==> config.mk <==
export PLATFORM = sky130hd
export DESIGN_NAME = tbb_back
export DESIGN_NICKNAME = d
export VERILOG_FILES = /design/src/hdl/tbb_pkg.sv /design/src/hdl/tbb_back.sv
export VERILOG_INCLUDE_DIRS = /design/src /design/src/hdl
export SDC_FILE = /design/constraint.sdc
export NUM_CORES = 1
export LEC_CHECK = 0
export ABC_AREA = 1
export ABC_CLOCK_PERIOD_IN_PS = 10900
export BUFFER_PORTS_ARGS = -buffer_cell sky130_fd_sc_hd__buf_4
export CAP_MARGIN = 20
export CORE_AREA = 2 2 227 229
export DETAILED_ROUTE_END_ITERATION = 8
export DIE_AREA = 0 0 229 231
export GPL_TIMING_DRIVEN = 0
export SYNTH_ARGS = -nofsm -noshare
export SYNTH_HDL_FRONTEND = slang
export SYNTH_SLANG_ARGS = --single-unit
==> constraint.sdc <==
create_clock -name clk -period 10.9 [get_ports clk]
set_clock_uncertainty 0.1 [all_clocks]
set_input_delay 2.18 -clock clk [delete_from_list [all_inputs] [get_ports clk]]
set_output_delay 2.18 -clock clk [all_outputs]
set_load 0.1 [all_outputs]
==> src/hdl/transformed_bounding_box_macros.svh <==
// assertion macros shared by the bounding box modules
// expects clk and arst_n in the scope of use
`ifndef TRANSFORMED_BOUNDING_BOX_MACROS_SVH
`define TRANSFORMED_BOUNDING_BOX_MACROS_SVH

// same-cycle implication
`define TBB_ASSERT_NOW(label, ante, cons) \
	label: assert property (@(posedge clk) disable iff (!arst_n) (ante) |-> (cons)) \
		else $error("assertion failed");

// next-cycle implication
`define TBB_ASSERT_NEXT(label, ante, cons) \
	label: assert property (@(posedge clk) disable iff (!arst_n) (ante) |=> (cons)) \
		else $error("assertion failed");

`endif

==> src/hdl/tbb_pkg.sv <==
// types and constants of the transformed bounding box
// no dependencies
`default_nettype none

package tbb_pkg;

	localparam int COORD_W  = 32;
	localparam int REG_W    = 64;
	localparam int NUM_REGS = 6;
	localparam int REG_IDX_W = 3;
	localparam int FRAC_BITS = 16;

	localparam logic [REG_IDX_W-1:0] REG_ROW0_LO = 3'd0;
	localparam logic [REG_IDX_W-1:0] REG_ROW0_HI = 3'd1;
	localparam logic [REG_IDX_W-1:0] REG_ROW1_LO = 3'd2;
	localparam logic [REG_IDX_W-1:0] REG_ROW1_HI = 3'd3;
	localparam logic [REG_IDX_W-1:0] REG_ROW2_LO = 3'd4;
	localparam logic [REG_IDX_W-1:0] REG_ROW2_HI = 3'd5;

	localparam logic [REG_W-1:0] ROW0_LO_RST = 64'h0000_0000_0001_0000;
	localparam logic [REG_W-1:0] ROW0_HI_RST = 64'h0;
	localparam logic [REG_W-1:0] ROW1_LO_RST = 64'h0001_0000_0000_0000;
	localparam logic [REG_W-1:0] ROW1_HI_RST = 64'h0;
	localparam logic [REG_W-1:0] ROW2_LO_RST = 64'h0;
	localparam logic [REG_W-1:0] ROW2_HI_RST = 64'h0000_0000_0001_0000;

	// one transformed vertex in the queue
	typedef struct packed {
		logic [2:0][COORD_W-1:0] coord;
		logic                    last;
	} vtx_t;

endpackage

`default_nettype wire

==> src/hdl/tbb_back.sv <==
// back end: running per-axis extremes and the registered box output
// depends on tbb_pkg and the assertion macros
`default_nettype none

module tbb_back (
	input  wire logic                         clk,
	input  wire logic                         arst_n,
	input  wire logic                         pop_valid,
	output logic                              pop_ready,
	input  wire tbb_pkg::vtx_t                pop_data,
	output logic                              out_valid,
	input  wire logic                         out_ready,
	output logic [2:0][tbb_pkg::COORD_W-1:0] box_lo,
	output logic [2:0][tbb_pkg::COORD_W-1:0] box_hi
);
	import tbb_pkg::*;

	`include "transformed_bounding_box_macros.svh"

	logic signed [COORD_W-1:0] low_q [3];
	logic signed [COORD_W-1:0] high_q [3];
	logic signed [COORD_W-1:0] lo_nxt [3];
	logic signed [COORD_W-1:0] hi_nxt [3];
	logic                      seen_q;
	logic                      out_valid_q;
	logic                      pop;

	always_comb begin
		for (int a = 0; a < 3; a++) begin
			lo_nxt[a] = (!seen_q || $signed(pop_data.coord[a]) < low_q[a])
				? $signed(pop_data.coord[a]) : low_q[a];
			hi_nxt[a] = (!seen_q || $signed(pop_data.coord[a]) > high_q[a])
				? $signed(pop_data.coord[a]) : high_q[a];
		end
	end

	// a closing vertex waits until the output slot is free
	assign pop_ready = !pop_data.last || !out_valid_q || out_ready;
	assign pop       = pop_valid && pop_ready;
	assign out_valid = out_valid_q;

	always_ff @(posedge clk or negedge arst_n) begin
		if (!arst_n) begin
			seen_q      <= 1'b0;
			out_valid_q <= 1'b0;
		end else begin
			if (pop && pop_data.last)
				out_valid_q <= 1'b1;
			else if (out_ready)
				out_valid_q <= 1'b0;
			if (pop)
				seen_q <= !pop_data.last;
		end
	end

	always_ff @(posedge clk) begin
		if (pop) begin
			for (int a = 0; a < 3; a++) begin
				low_q[a]  <= lo_nxt[a];
				high_q[a] <= hi_nxt[a];
				if (pop_data.last) begin
					box_lo[a] <= lo_nxt[a];
					box_hi[a] <= hi_nxt[a];
				end
			end
		end
	end

	`TBB_ASSERT_NEXT(a_last_closes_set, pop && pop_data.last, !seen_q && out_valid_q)

endmodule

`default_nettype wire

==> metrics.md <==
| Metric | Value |
|---|---|
| Status | `complete, no violations` |
| Hold buffer count at cts | `0` |
| Clock-pin slew on the worst setup and hold paths | `60 ps` |
| Unique cell type count in the Yosys netlist | `34` |
| Cell taking the most area after synthesis | `edfxtp_1` |
| Ys flop type | `edfxtp_1` |
| Post-cts resize count | `0` |
| Total power | `5.278 mW` |
| Drt pass-1 iters | `7` |
| HPWL after DPL | `37880 µm` |
| CTS tree | `built` |
| Hold WC Path Type | `flip-flop to flip-flop` |
| Reg2Reg Depth | `8` |
| CTS Buf Count | `45` |
| DRC Markers | `0` |
| Ports | `295` |
| Final wirelength | `52710 µm` |
| First-pass GRT wire length | `81160 µm` |
| Clock Sinks | `386` |
| Count leader, synth | `nand2_1` |
| Worst EP arrival | `2680 ps` |
| Design area | `0.02485 mm²` |
| Net Count, Synth | `2156` |
| Die H | `231 µm` |
| Leakage | `11.41 nW` |
| Fin crit share | `45.49%` |
| Initial antenna violation count | `1` |
| Die footprint | `0.05290 mm²` |
| Initial Util | `39.50%` |
| IO buf count | `294` |
| Area share of the leading cell type in the synthesized netlist | `57.60%` |
| Achievable frequency | `201.7 MHz` |
| Post-CTS Setup Bufs | `0` |
| R2R Path Start | `out_valid` |
| Core Region | `0.05068 mm²` |
| Crit-path max FO | `2` |
| Setup violators final | `0` |
| Hold Startpoint | `out_valid` |
| Post-DRT Antenna Nets | `0` |
| Vias in the first global route | `14630` |
| Worst slew pin tran | `966.8 ps` |
| VDD IR max | `0.1247 mV` |
| Sequential share of the synthesized area | `57.85%` |
| Clk buf depth | `3` |
| Crit path time final | `4958 ps` |
| WL/cell | `18.00 µm` |
| Slew Limit Fails | `0` |
| Area delta synth->final | `24.11%` |
| GRT Util Overall | `19.67%` |
| Cell count after synthesis | `1866` |
| Worst Path Required | `8620 ps` |
| Grt ovf | `0` |
| Via count | `14800` |
| Vias/cell | `5.054` |
| Reg-to-Reg End | `box_lo[73]` |
| DP Area | `0.02324 mm²` |
| Skew-Pair Late Insertion Delay | `570 ps` |
| Endpoint class of the critical path | `primary output` |
| Reg2reg setup slack | `8010 ps` |
| Synth Register Bits | `386` |
| GP Congestion | `0.8479` |
| CTS root buf | `clkbuf_16` |
| RSZ-0062 raised after global routing | `false` |
| Initial DRC Count | `987` |
| Synth async-reset ratio | `0.5181%` |
| Max-cap viol count | `0` |
| Startpoint types | `input pin` |
| Top cells by count, synth | `464 x nand2_1, 384 x edfxtp_1, 237 x inv_1` |
| Slew HR | `35.55%` |
| Post-synth EDFFs | `384` |
| Ys Warns | `0` |
| Hold path cells | `2` |
| Die W | `229 µm` |
| PD cells | `212.4 mW/mm²` |
| Htree depth | `2` |
| Rows | `83` |
| Largest net degree at the start of global routing | `113` |
| Average size of a mapped cell | `10.73 µm²` |
| Layout cells sized above 1 | `23.98%` |
| Post-Syn Area | `0.02002 mm²` |
| Final net count | `2504` |
| Hold endpoint | `out_valid` |
| Top post-synthesis cells by area | `edfxtp_1 58%, ha_1 12%, nand2_1 8.7%` |
| Final Hold Vio Count | `0` |
| Critical path type | `input pin to primary output` |
## worst max path at each step
| stage | from | to | slack, ps | cells past startpoint |
|---|---|---|---|---|
| 2_1_floorplan | pop_data[0] | box_hi[0] | 730 | 5 |
| 3_3_place_gp | pop_data[0] | box_hi[81] | -2350 | 6 |
| 3_5_place_dp | pop_data[0] | pop_ready | 5940 | 3 |
| 5_1_grt | out_ready | pop_ready | 5900 | 4 |
| 6_report | pop_data[0] | pop_ready | 5940 | 3 |
| 4_1_cts | pop_data[0] | pop_ready | 5940 | 3 |
## metrics by stage
step | util (%) | setup WS (ps) | instances | TNS (ps) | hold slack [ps]
after floorplan | - | 733.7 | 1866 | 0 | 463.3
after global placement | 45.54 | -2346 | 2840 | -447760 | 394.7
after detailed placement | 45.85 | 5943 | 2847 | 0 | 401.8
after CTS | 49.02 | 5939 | 2928 | 0 | 420.7
after global routing | 49.03 | 5897 | 2929 | 0 | 492.7
final | 49.03 | 5942 | 2929 | 0 | 415.6
## final cells by class
| class | instances | area [µm²] |
|---|---|---|
| inverters | 240 | 912.1 |
| well taps | 680 | 850.8 |
| multi-input cells | 1173 | 7081 |
| repair buffers | 301 | 2355 |
| plain buffers | 67 | 456.7 |
| clock inverters | 29 | 455.4 |
| diodes | 1 | 2.502 |
| flip-flops and latches | 386 | 11580 |
| clock buffers | 52 | 1152 |
| fillers | 4658 | 25830 |
## registers in the layout, summed over array words and instances (netlist names)
signal	flops
box_hi	96
box_lo	96
high_q	96
low_q	96
out_valid	1
seen_q	1
## layer usage
| metal | wire length (µm) | up-vias | GRT usage, % |
|---|---|---|---|
| li1 | - | 7140 | - |
| met4 | 1622 | 0 | 7.731 |
| met5 | 0 | - | 0 |
| met2 | 24430 | 478 | 31.38 |
| met3 | 3855 | 90 | 4.237 |
| met1 | 22800 | 7095 | 26.21 |
## cell usage in the layout (no fill, tap or decap), types with 3 or more instances in the layout
| cell type | count |
|---|---|
| nand3_4 | 3 |
| clkinv_1 | 6 |
| clkbuf_16 | 45 |
| ha_1 | 189 |
| buf_6 | 4 |
| inv_1 | 235 |
| clkinvlp_4 | 5 |
| clkbuf_1 | 26 |
| buf_12 | 12 |
| a21o_1 | 6 |
| bufinv_16 | 12 |
| clkinv_2 | 5 |
| nand3_2 | 4 |
| nand2_1 | 464 |
| buf_2 | 29 |
| nor3_1 | 7 |
| a21oi_1 | 87 |
| edfxtp_1 | 384 |
| nor2_1 | 44 |
| nand3_1 | 116 |
| nand2_2 | 102 |
| buf_4 | 299 |
| o21ai_0 | 16 |
| o21a_1 | 8 |
| o21ai_1 | 4 |
| nand4_1 | 110 |
| inv_2 | 3 |
## worst max-delay path, stage by stage
cell,delay [ps]
buf_4,110
nand3_1,90
buf_4,290
## where the power goes
group	internal, mW	switching, mW
logic	0.430	1.17
registers	1.93	0.0836
clock network	1.04	0.623
## cell families (layout without fill, tap and decap cells)
| family | count (synthesis) | after routing | synth area share (%) |
|---|---|---|---|
| flops | 386 | 386 | 57.85 |
| buf+inv | 307 | 689 | 6.781 |
| fa+ha+maj | 189 | 189 | 11.81 |
| other cells | 0 | 1 | 0 |
| compound gates | 121 | 121 | 3.200 |
| simple gates | 863 | 863 | 20.36 |
No activity file was read; power rests on OpenSTA's default activity.
