$ cat config.mk
export PLATFORM = sky130hd
export DESIGN_NAME = tbb_fifo
export DESIGN_NICKNAME = d
export VERILOG_FILES = /design/src/hdl/tbb_pkg.sv /design/src/hdl/tbb_fifo.sv
export VERILOG_INCLUDE_DIRS = /design/src /design/src/hdl
export SDC_FILE = /design/constraint.sdc
export NUM_CORES = 1
export LEC_CHECK = 0
export ABC_AREA = 1
export BUFFER_PORTS_ARGS = -buffer_cell sky130_fd_sc_hd__buf_2
export CAP_MARGIN = 20
export CORE_MARGIN = 5
export CORE_UTILIZATION = 35
export CTS_CLUSTER_DIAMETER = 150
export DETAILED_ROUTE_END_ITERATION = 8
export PLACE_DENSITY_LB_ADDON = 0.2
export SLEW_MARGIN = 20
export SYNTH_ARGS = -nofsm -noshare
export SYNTH_HDL_FRONTEND = slang
export SYNTH_SLANG_ARGS = --single-unit
$ cat constraint.sdc
create_clock -name clk -period 8.3 [get_ports clk]
set_input_delay 0.83 -clock clk [delete_from_list [all_inputs] [get_ports clk]]
set_output_delay 0.83 -clock clk [all_outputs]
set_load 0.005 [all_outputs]
$ cat src/hdl/transformed_bounding_box_macros.svh
// assertion macros shared by the bounding box modules
// expects clk and arst_n in the scope of use
`ifndef TRANSFORMED_BOUNDING_BOX_MACROS_SVH
`define TRANSFORMED_BOUNDING_BOX_MACROS_SVH

// same-cycle implication
`define TBB_ASSERT_NOW(label, ante, cons) \
	label: assert property (@(posedge clk) disable iff (!arst_n) (ante) |-> (cons)) \
		else $error("assertion failed");

// next-cycle implication
`define TBB_ASSERT_NEXT(label, ante, cons) \
	label: assert property (@(posedge clk) disable iff (!arst_n) (ante) |=> (cons)) \
		else $error("assertion failed");

`endif

$ cat src/hdl/tbb_pkg.sv
// types and constants of the transformed bounding box
// no dependencies
`default_nettype none

package tbb_pkg;

	localparam int COORD_W  = 32;
	localparam int REG_W    = 64;
	localparam int NUM_REGS = 6;
	localparam int REG_IDX_W = 3;
	localparam int FRAC_BITS = 16;

	localparam logic [REG_IDX_W-1:0] REG_ROW0_LO = 3'd0;
	localparam logic [REG_IDX_W-1:0] REG_ROW0_HI = 3'd1;
	localparam logic [REG_IDX_W-1:0] REG_ROW1_LO = 3'd2;
	localparam logic [REG_IDX_W-1:0] REG_ROW1_HI = 3'd3;
	localparam logic [REG_IDX_W-1:0] REG_ROW2_LO = 3'd4;
	localparam logic [REG_IDX_W-1:0] REG_ROW2_HI = 3'd5;

	localparam logic [REG_W-1:0] ROW0_LO_RST = 64'h0000_0000_0001_0000;
	localparam logic [REG_W-1:0] ROW0_HI_RST = 64'h0;
	localparam logic [REG_W-1:0] ROW1_LO_RST = 64'h0001_0000_0000_0000;
	localparam logic [REG_W-1:0] ROW1_HI_RST = 64'h0;
	localparam logic [REG_W-1:0] ROW2_LO_RST = 64'h0;
	localparam logic [REG_W-1:0] ROW2_HI_RST = 64'h0000_0000_0001_0000;

	// one transformed vertex in the queue
	typedef struct packed {
		logic [2:0][COORD_W-1:0] coord;
		logic                    last;
	} vtx_t;

endpackage

`default_nettype wire

$ cat src/hdl/tbb_fifo.sv
// short queue of transformed vertices between the front and back ends
// depends on tbb_pkg and the assertion macros
`default_nettype none

module tbb_fifo #(
	parameter int DEPTH = 4
) (
	input  wire logic          clk,
	input  wire logic          arst_n,
	input  wire logic          push_valid,
	output logic               push_ready,
	input  wire tbb_pkg::vtx_t push_data,
	output logic               pop_valid,
	input  wire logic          pop_ready,
	output tbb_pkg::vtx_t      pop_data
);
	import tbb_pkg::*;

	`include "transformed_bounding_box_macros.svh"

	localparam int PW = (DEPTH > 1) ? $clog2(DEPTH) : 1;
	localparam int CW = $clog2(DEPTH + 1);
	localparam logic [PW-1:0] LAST_PTR = PW'(DEPTH - 1);
	localparam logic [CW-1:0] FULL_CNT = CW'(DEPTH);

	vtx_t          mem_q [DEPTH];
	logic [PW-1:0] wr_ptr_q, rd_ptr_q;
	logic [CW-1:0] count_q;
	logic          push, pop;

	assign push_ready = count_q != FULL_CNT;
	assign pop_valid  = count_q != '0;
	assign pop_data   = mem_q[rd_ptr_q];
	assign push       = push_valid && push_ready;
	assign pop        = pop_valid && pop_ready;

	always_ff @(posedge clk) begin
		if (push)
			mem_q[wr_ptr_q] <= push_data;
	end

	always_ff @(posedge clk or negedge arst_n) begin
		if (!arst_n) begin
			wr_ptr_q <= '0;
			rd_ptr_q <= '0;
			count_q  <= '0;
		end else begin
			if (push)
				wr_ptr_q <= (wr_ptr_q == LAST_PTR) ? '0 : wr_ptr_q + 1'b1;
			if (pop)
				rd_ptr_q <= (rd_ptr_q == LAST_PTR) ? '0 : rd_ptr_q + 1'b1;
			if (push && !pop)
				count_q <= count_q + 1'b1;
			else if (pop && !push)
				count_q <= count_q - 1'b1;
		end
	end

	`TBB_ASSERT_NOW(a_count_bound, 1'b1, count_q <= FULL_CNT)
	`TBB_ASSERT_NEXT(a_push_grows, push && !pop, count_q == $past(count_q) + 1'b1)

endmodule

`default_nettype wire

==> run metrics, run 1 <==
clk_skew=0.00987 ns; PwrDens=345 nW/µm²; cell accounting for the most synthesized area=edfxtp_1; WHS=0.114 ns; reg2reg path depth=4; Vias/cell=4.56; post-DP HPWL=19000 µm; # IOs=200; Fillers=4134; leakage power=7.24 nW; Tcrit/Tclk final=46.8%; main area contributors after synthesis=edfxtp_1 74%, o211ai_1 9.3%, nand2_1 7.3%, inv_1 4.9%, buf_2 1.2%; syn_area_per_cell=13.2 µm²; Period minus WS final=3.88 ns; PortBufs=199; DRT iter0 DRCs=503; Hold/Removal Path Class=primary input to async pin; number of global-route vias before repair=9074; Ys Warns=0; Worst-Margin Slew=1.02 ns; H-Tree Depth=2; Final Setup Violations=0; worst-path fanout max=52; Post-Syn Area=15700 µm²; Post-CTS Resized=0; register area=11800 µm²; maximum clock path buffer count=3; hold buffer count at CTS=0; area occupied by multi-input gates=2810 µm²; Total GRT Usage=13.4%; Rows=77; drt drc=0; Max-Cap Viols=0; net count after synthesis=1298; via count=9112; Seq/Total Area, Yosys=75.3%; Placer Congestion=0.691; Synth top area share=74.2%; final hold violations=0; Util after Layout=41.8%; Layout Nets=1490; element type at the critical path start=flop; relative slew slack=32.0%; CP required=7.47 ns; Remaining Overflow, GRT=0; Worst EP arrival=3.05 ns; max-slew violations=0; status=complete, no violations; core area=44300 µm²; worst-skew pair later-pin latency=0.55 ns; Post-CTS Setup Bufs=0; Tot Pwr=0.00640 W; post-DR wirelength/cell=16.8 µm; Die W=222 µm; initial antenna violation count=5; Max Freq=258 MHz; CTS tree=done; routed wire length=33500 µm; clk slew on worst S/H paths=0.06 ns; first-pass GRT wire length=52100 µm; count of cell types in the netlist=17; slowest stage cell, crit path=dfrtp_4; RSZ-0062 raised after global routing=no; Peak VDD IR=0.228 mV; clock root cell=clkbuf_16; Setup CP Type=flop to output pin; cells after synthesis=1190; clk sinks=395; layout cell share with drive strength beyond 1=19.2%; Worst Setup End Kind=output pin; initial core utilization=35.4%; die area=49200 µm²; die height=222 µm; CP cell instances=inv_4 -> buf_4 -> o211ai_1 -> nand2_1 -> buf_2; area growth from synthesis to layout=17.9%; largest net degree at the start of global routing=210; slowest cell delay on critical path=0.74 ns; drt first pass iters=4; ANT nets after route=0; Inserted Clock Buffers=43; Yosys reg bits=395; setup TNS=0 ns
## per-stage QoR
step,area (µm²),cells,setup WS (ns)
after floorplan,15700,1190,2.73
after global placement,17300,1929,4.91
after detailed placement,17300,1929,4.90
after CTS,18500,1996,4.29
after global routing,18500,1997,4.13
final,18500,1998,4.42
## layer usage
| metal | vias up | part of all wire, % | track usage [%] | wire length, µm |
|---|---|---|---|---|
| met4 | 6 | 2.2 | 3.86 | 731 |
| li1 | 4517 | - | - | - |
| met1 | 4373 | 42 | 16.4 | 14000 |
| met2 | 157 | 50 | 22.9 | 16800 |
| met3 | 59 | 5.6 | 4.05 | 1890 |
| met5 | - | 0.087 | 0 | 29 |
## sequential cells by signal, summed over array words and instances (netlist names)
| name | flops |
|---|---|
| wr_ptr_q | 2 |
| mem_q | 388 |
| rd_ptr_q | 2 |
| count_q | 3 |
## critical path: cells and delay by family (launching register included)
| family | cells | cell delay (ns) |
|---|---|---|
| simple gates | 1 | 0.10 |
| compound gates | 1 | 0.21 |
| flops | 1 | 0.74 |
| buf+inv | 3 | 1.32 |
## synthesized netlist by cell type, drive strengths merged
| cell | number |
|---|---|
| buf | 47 |
| clkbuf | 17 |
| dfrtp | 7 |
| edfxtp | 388 |
| fa | 1 |
| ha | 6 |
| inv | 208 |
| nand2 | 306 |
| nand3 | 7 |
| nand4 | 1 |
| nor2 | 6 |
| o211ai | 194 |
| o21ai | 1 |
| xnor2 | 1 |
## final timing paths
kind | startpoint | end | slack, ns
max in group asynchronous | arst_n | rd_ptr_q[0]$_DFFE_PN0P_ | 8.00
worst max-delay path | rd_ptr_q[1]$_DFFE_PN0P_ | pop_data[77] | 4.42
worst max register to register | rd_ptr_q[0]$_DFFE_PN0P_ | rd_ptr_q[1]$_DFFE_PN0P_ | 6.02
min in group clk | push_data[16] | mem_q[2][16]$_DFFE_PP_ | 0.49
worst min-delay path | arst_n | count_q[2]$_DFFE_PN0P_ | 0.11
worst min register to register | count_q[2]$_DFFE_PN0P_ | count_q[2]$_DFFE_PN0P_ | 0.52
## logic make-up (layout without fill, tap and decap cells)
logic type / after synthesis / after routing / share of synthesized area (%)
other: 0 / 2 / 0
buffers and inverters: 272 / 486 / 7.03
adders and majority gates: 7 / 7 / 0.605
xor gates and xnor gates: 1 / 1 / 0.0558
AOI/OAI and AO/OA: 195 / 195 / 9.30
DFF: 395 / 395 / 75.3
and+or+nand+nor: 320 / 320 / 7.72
## cell type report
cell class                 instances  share of cell area, %
clock inverter                    10                  0.392
inverter                         208                   4.23
clock buffer                      57                   6.33
tap                              592                   4.00
timing repair buffer             211                   5.93
multi-input combinational        523                   15.2
antenna                            2                 0.0270
sequential                       395                   63.9
## power by group
group / internal (W) / leakage (nW) / switching [W] / total [W]
clock: 0.00101 / 0.605 / 0.000719 / 0.00173
sequential: 0.00262 / 3.64 / 0.000188 / 0.00281
combinational: 0.000658 / 2.99 / 0.00120 / 0.00186
## placed cells by master, fill, tap and decap left out, drive strengths merged, types with 2 or more instances in the layout
master / n
buf: 211
clkbuf: 57
clkinv: 8
dfrtp: 7
diode: 2
edfxtp: 388
ha: 6
inv: 208
nand2: 306
nand3: 7
nor2: 6
o211ai: 194
Note: power is estimated with default switching activity, not from simulation.
==> run 2: changes to the inputs <==
- clock period: 8.3 -> 3.8 ns (I/O delays scaled with it)
==> run metrics, run 2 (same netlist as run 1, synthesis figures left out) <==
drt first pass iters=4; relative slew slack=42.1%; ANT nets after route=0; area growth from synthesis to layout=21.5%; switch share=32.2%; status=complete, no violations; CP cell instances=buf_4 -> nand2_1 -> o211ai_1 -> nand2_1 -> buf_2; Max Freq=361 MHz; DRT iter0 DRCs=386; Placer Congestion=0.707; post-DP HPWL=18800 µm; worst-path fanout max=58; Clock Power Share=28.6%; CTS tree=done; Max-Cap Viols=0; Post-CTS Resized=0; NetSw=0.00467 W; die height=222 µm; CP required=3.42 ns; clk_skew=0.0174 ns; die area=49200 µm²; Logic pwr share=30.0%; Largest regs=mem_q: 388 flops, count_q: 3 flops; Worst-Margin Slew=0.869 ns; core area=44300 µm²; clock root cell=clkbuf_16; clk sinks=395; drt drc=0; Remaining Overflow, GRT=0; element type at the critical path start=flop; Inserted Clock Buffers=44; final hold violations=0; Peak VDD IR=0.638 mV; Worst Setup End Kind=output pin; worst path bufs/invs=2; most common cell after layout, fill and taps aside=edfxtp_1; routed wire length=33100 µm; Setup CP Type=flop to output pin; final non-filler cell total=2042; leakage power=7.50 nW; PortBufs=199; max FFs per register=388; Rows=77; Crit path max-delay family=flip-flops; Period minus WS final=2.77 ns; Hold/Removal Path Class=primary input to flop; layout cell share with drive strength beyond 1=19.8%; first-pass GRT wire length=52800 µm; H-Tree Depth=2; DP Cell Count=1939; initial antenna violation count=3; post-DR wirelength/cell=16.2 µm; Util after Layout=43.0%; Vias/cell=4.57; maximum clock path buffer count=3; Post-CTS Setup Bufs=0; Reg with most FFs=mem_q; Sequential Power Share=41.4%; most frequent cells in the layout=388 x edfxtp_1, 306 x nand2_1, 207 x inv_1, 199 x buf_2, 194 x o211ai_1; Layout Nets=1529; Tcrit/Tclk final=72.9%; RSZ-0062 raised after global routing=no; via count=9333; Worst EP arrival=2.39 ns; ant diodes=0; Total GRT Usage=13.5%; clk slew on worst S/H paths=0.06 ns; Final Setup Violations=0; PwrDens=760 nW/µm²; worst-skew pair later-pin latency=0.55 ns; largest net degree at the start of global routing=100; slowest stage cell, crit path=dfrtp_4; Int Pwr=0.00983 W; CP dominant cell by count=nand2_1; max-slew violations=0; initial core utilization=35.4%; # IOs=200; number of global-route vias before repair=9421; slowest cell delay on critical path=0.86 ns; Die W=222 µm
==> run 2: power groups by stage <==
stage	Sequential, W	Combinational (W)	Clock [W]
after floorplan	0.00608	0.00271	0
after global placement	0.00609	0.00445	0
after detailed placement	0.00611	0.00448	0
after CTS	0.00602	0.00453	0.00429
after global routing	0.00609	0.00497	0.00447
final	0.00601	0.00434	0.00415
==> run 2: path summary, 6_finish.rpt <==
check                                         from                      end  slack (ns)  cells after the start
setup reg to reg            count_q[0]$_DFFE_PN0P_   mem_q[3][46]$_DFFE_PP_        1.57                      5
min in group asynchronous                   arst_n   count_q[1]$_DFFE_PN0P_        0.19                      2
setup / recovery           rd_ptr_q[0]$_DFFE_PN0P_             pop_data[50]        1.03                      5
hold reg to reg             count_q[2]$_DFFE_PN0P_   count_q[2]$_DFFE_PN0P_        0.51                      2
hold / removal                       push_data[64]   mem_q[2][64]$_DFFE_PP_        0.05                      1
max in group asynchronous                   arst_n  rd_ptr_q[1]$_DFFE_PN0P_        3.42                      2
==> run 2: cell type report <==
class                           count  area, µm²
Clock inverter                     20        236
Inverter                          208        783
Clock buffer                       55       1180
Sequential cell                   395      11800
Fill cell                        4116      25200
Multi-Input combinational cell    523       2810
Timing Repair Buffer              249       1490
Tap cell                          592        741
==> run 2: routing by layer <==
layer | wire length (µm) | vias up | share of wire (%) | GRT usage (%)
met4 | 841 | 6 | 2.5 | 4.57
met2 | 16300 | 171 | 49 | 22.9
met3 | 1510 | 61 | 4.6 | 2.77
li1 | - | 4604 | - | -
met1 | 14400 | 4491 | 44 | 17.4
met5 | 28 | - | 0.085 | 0
==> run 2: stage by stage <==
step / hold WS (ns) / power [W] / area (µm²) / setup WS, ns / setup TNS [ns]
after global routing: 0.00778 / 0.0155 / 19100 / 0.769 / 0
after floorplan: 0.0844 / 0.00879 / 15700 / -1.56 / -606.09
after CTS: 0.000410 / 0.0148 / 19100 / 0.921 / 0
after global placement: 0.231 / 0.0105 / 17400 / 1.56 / 0
after detailed placement: 0.234 / 0.0106 / 17400 / 1.55 / 0
final: 0.0450 / 0.0145 / 19100 / 1.03 / 0
==> run 2: what timing repair did <==
action / CTS / global route
endpoints found under the setup margin: 0 / 0
endpoints found under the hold margin: 100 / 0
hold buffers: 28 / 0
==> run 2: worst register-to-register path, cell delays in order, from the launching register on <==
cell and delay, ns:
dfrtp_1 0.41, inv_1 0.07, nand3_1 0.15, nand2_1 0.30, nor2_4 0.18, buf_4 0.69
==> run 3: changes to the inputs <==
- ABC_AREA: 1 -> 0
- clock period: 3.8 -> 2.8 ns (I/O delays scaled with it)
==> run metrics, run 3 <==
status=complete, no violations; routed wire length=30000 µm; Fillers=3497; Die W=213 µm; CTS tree=done; fraction of registers with async set/reset=1.77%; clk sinks=395; Placer Congestion=0.706; largest net degree at the start of global routing=44; die height=213 µm; number of global-route vias before repair=7720; maximum clock path buffer count=3; Inserted Clock Buffers=42; ANT nets after route=0; Vias/cell=4.70; Worst Setup End Kind=output pin; Reg with most FFs=mem_q; number of flops mapped to enable cells by yosys=388; layout cell share with drive strength beyond 1=42.9%; clk_skew=0.00864 ns; met3 usage=3.04%; Worst EP arrival=2.26 ns; max-slew violations=0; # IOs=200; Yosys reg bits=395; Total GRT Usage=13.5%; Largest regs=mem_q: 388 flops, count_q: 3 flops; Remaining Overflow, GRT=0; RSZ-0062 raised after global routing=no; Tcrit/Tclk final=90.7%; WHS=0.128 ns; Max Freq=394 MHz; Peak VDD IR=0.557 mV; register area=11800 µm²; Period minus WS final=2.54 ns; PwrDens=1000 nW/µm²; clock root cell=clkbuf_16; Setup CP Type=flop to output pin; area growth from synthesis to layout=28.6%; Layout Nets=990; H-Tree Depth=2; most common cell after layout, fill and taps aside=edfxtp_1; CP required=2.52 ns; Ys Warns=0; PortBufs=199; final hold violations=0; Hold/Removal Path Class=primary input to async pin; cells after synthesis=543; Synth top area share=80.9%; core area=40700 µm²; Post-CTS Resized=0; top-count cell post-synth=edfxtp_1; max FFs per register=388; post-DP HPWL=18500 µm; count of cell types in the netlist=20; Rows=74; Final Setup Violations=0; initial core utilization=35.4%; die area=45300 µm²; Worst-Margin Slew=0.635 ns; element type at the critical path start=flop; Max-Cap Viols=0; main area contributors after synthesis=edfxtp_1 81%, mux4_2 15%, dfrtp_1 1.2%, ha_1 0.52%, buf_2 0.42%; Util after Layout=45.5%; top cells by count, synth=388 x edfxtp_1, 97 x mux4_2, 12 x buf_2, 7 x dfrtp_1; worst-path fanout max=31; grt peak-use layer=met2; setup TNS=0 ns; met2 global-route usage=23.2%; relative slew slack=57.7%; drt first pass iters=4; most frequent cells in the layout=388 x edfxtp_1, 199 x buf_2, 98 x dlygate4sd3_1, 97 x mux4_2, 45 x clkbuf_16; final non-filler cell total=1447; syn_area_per_cell=26.5 µm²; net count after synthesis=651; Post-Syn Area=14400 µm²; DRT iter0 DRCs=321; drt drc=0; cell accounting for the most synthesized area=edfxtp_1; first-pass GRT wire length=46300 µm; initial antenna violation count=3; clk slew on worst S/H paths=0.06 ns; area occupied by multi-input gates=2460 µm²; Tot Pwr=0.0186 W; via count=6804; worst-skew pair later-pin latency=0.54 ns; post-DR wirelength/cell=20.7 µm; DP Cell Count=1272; Seq/Total Area, Yosys=82.1%; leakage power=6.37 nW; most common flop cell mapped by yosys=edfxtp_1; grt met1 use=16.9%
run 3: cell count changes after synthesis, sizes merged, moves of 4 or more:
cell    change
o211ai    -194
clkbuf     -11
buf        -31
nand2     -305
inv       -205
nand3       -7
mux4       +97
and3        +4
mux2        +5
run 3: worst paths after layout:
kind	start	to	slack [ns]	cells after the start
max	rd_ptr_q[0]$_DFFE_PN0P_	pop_data[84]	0.26	3
min	arst_n	rd_ptr_q[0]$_DFFE_PN0P_	0.13	2
max reg2reg	count_q[0]$_DFFE_PN0P_	count_q[2]$_DFFE_PN0P_	0.61	8
min reg2reg	count_q[2]$_DFFE_PN0P_	count_q[2]$_DFFE_PN0P_	0.50	1
max in group asynchronous	arst_n	rd_ptr_q[1]$_DFFE_PN0P_	2.48	2
min in group clk	pop_ready	rd_ptr_q[1]$_DFFE_PN0P_	0.13	3
run 3: report_power, final:
part           leakage (nW)  internal [W]  switching, W  total, W
Sequential             3.63       0.00781      0.000409   0.00822
Combinational          2.08       0.00261       0.00252   0.00513
Clock                 0.661       0.00310       0.00212   0.00522
Total                  6.37        0.0135       0.00505    0.0186
run 3: repair_timing:
action	in CTS	in global routing
hold buffers	98	0
hold endpoints to repair	395	0
setup buffers	0	0
run 3: routing by layer:
layer	share of wire, %	vias to the layer above
li1	-	3039
met1	40	3561
met2	52	152
met3	5.3	48
met4	2.6	4
met5	0.070	-
run 3: cell families (layout without fill, tap and decap cells):
group	count (synthesis)	in the layout	share of synthesized area (%)
flops	395	395	82.1
mux	102	102	15.6
buf+inv	25	396	0.938
fa+ha+maj	7	7	0.660
xor+xnor	3	3	0.182
other cells	0	1	0
simple gates	11	11	0.504
run 3: critical path, cell delays in order, from the launching register on:
cell,delay (ns)
dfrtp_4,0.63
buf_12,0.31
mux4_2,0.59
buf_2,0.15
run 3: stage by stage:
| stage | area (µm²) | worst slack [ns] |
|---|---|---|
| floorplan | 14400 | 0.491 |
| global placement | 16200 | 0.638 |
| detailed placement | 16200 | 0.607 |
| CTS | 18500 | 0.154 |
| global route | 18500 | 0.101 |
| finish | 18500 | 0.260 |
run 3: layout make-up:
cell class	count	share of cell area [%]
Inverter	3	0.0608
Antenna cell	1	0.0135
Clock inverter	23	0.871
Tap cell	532	3.59
Timing Repair Buffer	317	12.1
Sequential cell	395	63.9
Clock buffer	53	6.24
Multi-Input combinational cell	123	13.3
